## src/pkrle_pkg.sv

```systemverilog
// Package with the constants and types shared by the run-length pixel encoder.
`timescale 1ns / 1ps
package pkrle_pkg;

  localparam int unsigned ColorW = 11;
  localparam int unsigned LenW   = 11;
  localparam int unsigned HalfW  = 12;
  localparam int unsigned WordW  = 2 * HalfW;
  localparam int unsigned MaxWords = 3;
  localparam int unsigned CntW   = 2;

  localparam logic [LenW-1:0] RunCap = 11'd2046;
  localparam logic [LenW-1:0] OneLen = 11'd1;

  // Encoder state carried from one pixel to the next.
  typedef struct packed {
    logic              seen;
    logic [ColorW-1:0] run_color;
    logic [LenW-1:0]   run_len;
    logic              single_pending;
    logic [ColorW-1:0] pend_color;
  } pkrle_state_t;

  // Words caused by one pixel, oldest in slot zero.
  typedef struct packed {
    logic [MaxWords-1:0][WordW-1:0] words;
    logic [CntW-1:0]                cnt;
    logic                           eoi;
  } pkrle_bundle_t;

  function automatic logic [WordW-1:0] run_word(logic [ColorW-1:0] color,
                                                logic [LenW-1:0] len);
    return {1'b0, color, 1'b0, len};
  endfunction

  function automatic logic [WordW-1:0] pair_word(logic [ColorW-1:0] first,
                                                 logic [ColorW-1:0] second);
    return {1'b1, first, 1'b1, second};
  endfunction

endpackage

```

## src/pkrle_enc.sv

```systemverilog
// Next-state and output-word logic for one pixel of the run-length encoder.
`timescale 1ns / 1ps
module pkrle_enc (
  input  pkrle_pkg::pkrle_state_t  state_i,
  input  logic [10:0]              pixel_color_i,
  input  logic                     last_pixel_i,
  output pkrle_pkg::pkrle_state_t  state_o,
  output pkrle_pkg::pkrle_bundle_t bundle_o
);
  import pkrle_pkg::*;

  pkrle_state_t  st;
  pkrle_bundle_t bd;

  always_comb begin
    st       = state_i;
    bd.words = '0;
    bd.cnt   = '0;
    bd.eoi   = last_pixel_i;

    if (!state_i.seen) begin
      st.seen      = 1'b1;
      st.run_color = pixel_color_i;
      st.run_len   = OneLen;
    end else if (pixel_color_i == state_i.run_color && state_i.run_len < RunCap) begin
      st.run_len = state_i.run_len + OneLen;
    end else begin
      if (state_i.run_len == OneLen) begin
        if (!state_i.single_pending) begin
          st.single_pending = 1'b1;
          st.pend_color     = state_i.run_color;
        end else begin
          bd.words[bd.cnt]  = pair_word(state_i.pend_color, state_i.run_color);
          bd.cnt            = bd.cnt + 2'd1;
          st.single_pending = 1'b0;
        end
      end else begin
        if (state_i.single_pending) begin
          bd.words[bd.cnt]  = run_word(state_i.pend_color, OneLen);
          bd.cnt            = bd.cnt + 2'd1;
          st.single_pending = 1'b0;
        end
        bd.words[bd.cnt] = run_word(state_i.run_color, state_i.run_len);
        bd.cnt           = bd.cnt + 2'd1;
      end
      st.run_color = pixel_color_i;
      st.run_len   = OneLen;
    end

    // End of image flushes the waiting single and the open run.
    if (last_pixel_i) begin
      if (st.single_pending) begin
        bd.words[bd.cnt] = run_word(st.pend_color, OneLen);
        bd.cnt           = bd.cnt + 2'd1;
      end
      bd.words[bd.cnt] = run_word(st.run_color, st.run_len);
      bd.cnt           = bd.cnt + 2'd1;
      st               = '0;
    end
  end

  assign state_o  = st;
  assign bundle_o = bd;

endmodule

```

## src/packed_run_length_pixel_encoder_top.sv

```systemverilog
// Top level of the packed run-length pixel encoder.
//
//   channel  direction  handshake               payload
//   input    in         in_valid_i, in_stall_o  pixel_color_i[10:0], last_pixel_i
//   output   out        out_valid_o, out_stall_i packed_word_o[23:0], last_of_item_o,
//                                               end_of_image_o
//
// One pixel is accepted per cycle while each pixel causes at most one word and the output does not stall.
// A pixel that causes more than one word holds the input while the single output
// register drains the word bundle one word per cycle when the output does not stall.
// A word passes from its pixel's transaction through the bundle register and then the output register.
// Reset clears the run state, the bundle and the output register.
// An output stall holds the output word and, while the bundle holds any word, the input.
`timescale 1ns / 1ps
module packed_run_length_pixel_encoder_top (
  input  logic        clk_i,
  input  logic        rst_ni,
  input  logic        in_valid_i,
  output logic        in_stall_o,
  input  logic [10:0] pixel_color_i,
  input  logic        last_pixel_i,
  output logic        out_valid_o,
  input  logic        out_stall_i,
  output logic [23:0] packed_word_o,
  output logic        last_of_item_o,
  output logic        end_of_image_o
);
  import pkrle_pkg::*;

  pkrle_state_t  state_q, state_d;
  pkrle_bundle_t enc_bundle;
  pkrle_bundle_t bundle_q, bundle_d;

  logic             out_valid_q, out_valid_d;
  logic [WordW-1:0] out_word_q, out_word_d;
  logic             out_last_q, out_last_d;
  logic             out_eoi_q, out_eoi_d;

  logic o_load;
  logic move;
  logic in_accept;

  pkrle_enc u_enc (
    .state_i       (state_q),
    .pixel_color_i (pixel_color_i),
    .last_pixel_i  (last_pixel_i),
    .state_o       (state_d),
    .bundle_o      (enc_bundle)
  );

  assign o_load     = !out_valid_q || !out_stall_i;
  assign move       = o_load && (bundle_q.cnt != '0);
  assign in_stall_o = !((bundle_q.cnt == '0) || (bundle_q.cnt == 2'd1 && o_load));
  assign in_accept  = in_valid_i && !in_stall_o;

  always_comb begin
    bundle_d    = bundle_q;
    out_valid_d = out_valid_q;
    out_word_d  = out_word_q;
    out_last_d  = out_last_q;
    out_eoi_d   = out_eoi_q;

    if (o_load) begin
      out_valid_d = move;
      out_word_d  = bundle_q.words[0];
      out_last_d  = (bundle_q.cnt == 2'd1);
      out_eoi_d   = (bundle_q.cnt == 2'd1) && bundle_q.eoi;
    end

    if (in_accept) begin
      bundle_d = enc_bundle;
    end else if (move) begin
      bundle_d.words = {{WordW{1'b0}}, bundle_q.words[MaxWords-1:1]};
      bundle_d.cnt   = bundle_q.cnt - 2'd1;
    end
  end

  always_ff @(posedge clk_i or negedge rst_ni) begin
    if (!rst_ni) begin
      state_q     <= '0;
      bundle_q    <= '0;
      out_valid_q <= 1'b0;
      out_word_q  <= '0;
      out_last_q  <= 1'b0;
      out_eoi_q   <= 1'b0;
    end else begin
      if (in_accept) begin
        state_q <= state_d;
      end
      bundle_q    <= bundle_d;
      out_valid_q <= out_valid_d;
      out_word_q  <= out_word_d;
      out_last_q  <= out_last_d;
      out_eoi_q   <= out_eoi_d;
    end
  end

  assign out_valid_o    = out_valid_q;
  assign packed_word_o  = out_word_q;
  assign last_of_item_o = out_last_q;
  assign end_of_image_o = out_eoi_q;

`ifndef SYNTHESIS
  // An open run never grows past the cap.
  a_run_cap: assert property (@(posedge clk_i) disable iff (!rst_ni)
    state_q.run_len <= RunCap)
    else $error("run length exceeds cap");

  // Without an open run there is neither a length nor a waiting single.
  a_idle_state: assert property (@(posedge clk_i) disable iff (!rst_ni)
    !state_q.seen |-> (state_q.run_len == '0 && !state_q.single_pending))
    else $error("state held without an open run");

  // The final pixel of an image leaves the encoder in its reset state.
  a_image_end: assert property (@(posedge clk_i) disable iff (!rst_ni)
    (in_valid_i && !in_stall_o && last_pixel_i) |=> (!state_q.seen && bundle_q.eoi))
    else $error("image end did not clear the run state");
`endif

endmodule

```

## config.mk

```make
export PLATFORM = sky130hd
export DESIGN_NAME = packed_run_length_pixel_encoder_top
export DESIGN_NICKNAME = d
export VERILOG_FILES = /design/src/pkrle_pkg.sv /design/src/pkrle_enc.sv /design/src/packed_run_length_pixel_encoder_top.sv
export SDC_FILE = /design/constraint.sdc
export NUM_CORES = 1
export LEC_CHECK = 0
export BUFFER_PORTS_ARGS = -buffer_cell sky130_fd_sc_hd__clkbuf_2
export CAP_MARGIN = 20
export CORE_MARGIN = 4
export CORE_UTILIZATION = 35
export CTS_BUF_LIST = sky130_fd_sc_hd__clkbuf_16
export DETAILED_ROUTE_END_ITERATION = 10
export SYNTH_ARGS = -nofsm -noshare
export SYNTH_HDL_FRONTEND = slang
export SYNTH_HIERARCHICAL = 1
export SYNTH_SLANG_ARGS = --single-unit
```

## constraint.sdc

```tcl
create_clock -name clk_i -period 7.8 [get_ports clk_i]
set_input_delay 0.78 -clock clk_i [delete_from_list [all_inputs] [get_ports clk_i]]
set_output_delay 0.78 -clock clk_i [all_outputs]
set_load 0.02 [all_outputs]
```

==> out/summary.txt <==
status: completed
unrepaired setup endpoints after global routing: false
CP max-delay cell: a21oi_2
Layout area overhead: 10.7%
Setup Crit Path Kind: reg2reg
htree depth: 4
number of max-cap violations: 0
worst hold path type: in2async
number of flops mapped to enable cells by yosys: 0
GPL Wtd Cong: 0.876
antenna violations before repair: 1
CTS Sinks: 137
final worst-path cycle share: 74.1%
largest net degree at the start of global routing: 75
Finished Core Util: 39.5%
sequential share of the synthesized area: 39.5%
Die W: 165 µm
initial core utilization: 35.7%
PortBufs: 43
CP most frequent cell: nand2_1
DP HPWL: 14,200 µm
Leakage: 4.38 nW
Iter 0 DRT Violations: 551
Tmin final: 5.78 ns
Setup Skew: 0.0139 ns
via count: 6,130
synthesized flop and latch total: 137
clk buf depth: 2
total of warnings raised by yosys: 6
setup TNS: 0 ns
Register Area: 3430 µm²
Post-synth ARST share: 100%
Netlist Area Pre-Place: 8680 µm²
Clk Latency, worst-skew pair: 0.43 ns
hold slack: 0.331 ns
Detail Route Antenna Nets: 0
CTS buffer count: 17
Mapped Avg Cell Area: 10.8 µm²
WL per Instance: 18.8 µm
Max Fanout on Critical Path: 24
Final Setup Violations: 0
area of the multi-input gates: 4750 µm²
die footprint: 27,400 µm²
clock-pin slew on the worst setup and hold paths: 0.07 ns
grt ovf: 0
CP Launch Type: flip-flop
reg2reg path depth: 15
drt pass-1 iters: 5
CP Cell Sequence: and4_4 > and3_4 > nand3_2 > a21oi_2 > nand2_1 > ha_1 > inv_1 > o22a_1 > ha_1 > nand2_1 > nand2_1 > a211oi_1 > a221oi_1 > mux2i_1 > mux2_2
Post-CTS Setup Repair Bufs: 0
gr usage total: 16.3%
Worst-Margin Slew: 1.11 ns
vias in the first global route: 5,959
layout cells sized above 1: 34.0%
fin cells: 1,151
Max Slew Vio Count: 0
post-synthesis cell count: 805
root buf cell: clkbuf_16
pwr dens: 353 nW/µm²
Critical Path End Type: flip-flop
post-synth cell types: 58
CTS tree: built
final hold vios: 0
peak supply drop: 0.000229 V
crit-path max cell delay: 0.93 ns
Arr. time, crit path: 6.09 ns
FILL cells: 2,349
Nets: 842
I/O pins: 44
cell row count: 57
post_cts resized: 0
max_slew headroom: 26.2%
CTS Hold Bufs: 0
final wirelength: 21,600 µm
Die Height: 165 µm
vias per cell: 5.33
CP Data Required Time: 8.11 ns
DR DRC count: 0
first-pass GRT wire length: 34,800 µm
core box area: 24,300 µm²
dpl cells: 1,118
main flop type after synthesis: dfrtp_1
maximum clock rate: 0.173 GHz
==> sequential cells by signal, summed over array words and instances (netlist names) <==
name,count
state_q,35
out_valid_o,1
last_of_item_o,1
end_of_image_o,1
bundle_q,75
packed_word_o,24
==> power by group <==
| group | total (mW) | internal, mW | switching (mW) |
|---|---|---|---|
| sequential | 1.05 | 0.872 | 0.177 |
| combinational | 1.53 | 0.640 | 0.889 |
| clock | 0.810 | 0.452 | 0.358 |
==> cells by family after synthesis <==
group	Yosys count	synth area share, %
xor gates and xnor gates	23	2.32
muxes	208	28.0
buffers and inverters	103	6.23
and+or+nand+nor	195	10.9
other	1	0.0432
adders and majority gates	13	1.87
DFF	137	39.5
AOI/OAI and AO/OA	125	11.1
==> critical path, delay by kind of cell, from the launching register on <==
kind,cells,cell delay (ns)
AO/OA/AOI/OAI,4,1.56
AND/OR/NAND/NOR,6,1.94
flip-flops,1,0.50
multiplexers,2,0.48
adder cells (fa/ha/maj),2,1.09
buffers and inverters,1,0.07
==> final timing paths <==
path	startpoint	to	slack (ns)
min in group clk_i	bundle_q[7]	packed_word_o[4]	0.50
max	state_q[15]	bundle_q[25]	2.02
min reg2reg	bundle_q[7]	packed_word_o[4]	0.50
max reg2reg	state_q[15]	bundle_q[25]	2.02
min	rst_ni	state_q[26]	0.33
max in group asynchronous	rst_ni	state_q[2]	6.08
==> Yosys cell counts (11+ instances only) <==
cell	number	area share (%)
mux2i_1	25	2.9
o31ai_1	23	2.0
a221oi_1	11	1.1
nor2b_1	36	2.6
xor2_1	14	1.4
clkbuf_1	23	1.0
nand2_1	76	3.3
ha_1	13	1.9
a211oi_1	11	0.95
inv_1	35	1.5
mux2_4	30	5.2
buf_2	12	0.69
buf_4	23	2.0
o22ai_1	12	0.87
dfrtp_1	137	40
mux2_1	14	1.8
a21oi_1	17	0.98
nor2_1	36	1.6
mux2_2	138	18
==> per-stage QoR <==
step,total power [mW],setup slack [ns],area (µm²)
floorplan,2.23,3.89,8690
global placement,2.55,2.24,9000
detailed placement,2.57,2.11,9020
CTS,3.40,2.24,9600
global route,3.59,1.67,9600
finish,3.39,2.02,9600
==> metal layers <==
layer	wire [µm]	GRT usage (%)	part of all wire [%]
met1	10800	24.5	50
met2	9310	23.6	43
met3	1220	3.20	5.6
met4	326	4.84	1.5
met5	0	0	0
==> area by class of cell <==
| class | count | share of cell area, % |
|---|---|---|
| repair buffers | 53 | 3.17 |
| clock buffers | 17 | 4.43 |
| multi-input cells | 568 | 49.4 |
| diodes | 1 | 0.0261 |
| clock inverters | 15 | 1.62 |
| flip-flops and latches | 137 | 35.7 |
| inverters | 36 | 1.41 |
| well taps | 324 | 4.22 |
==> placed cells by master (no fill, tap or decap), types with 10 or more instances in the layout <==
cell type	n
a211oi_1	11
a21oi_1	16
a221oi_1	11
a22oi_1	10
clkbuf_16	17
clkbuf_2	42
dfrtp_1	137
ha_1	13
inv_1	35
mux2_1	14
mux2_2	138
mux2_4	30
mux2i_1	25
nand2_1	76
nand3_1	10
nor2_1	36
nor2b_1	36
o21ai_0	10
o221ai_2	11
o22ai_1	12
o31ai_1	23
xor2_1	14
(Power assumes the default switching activity.)
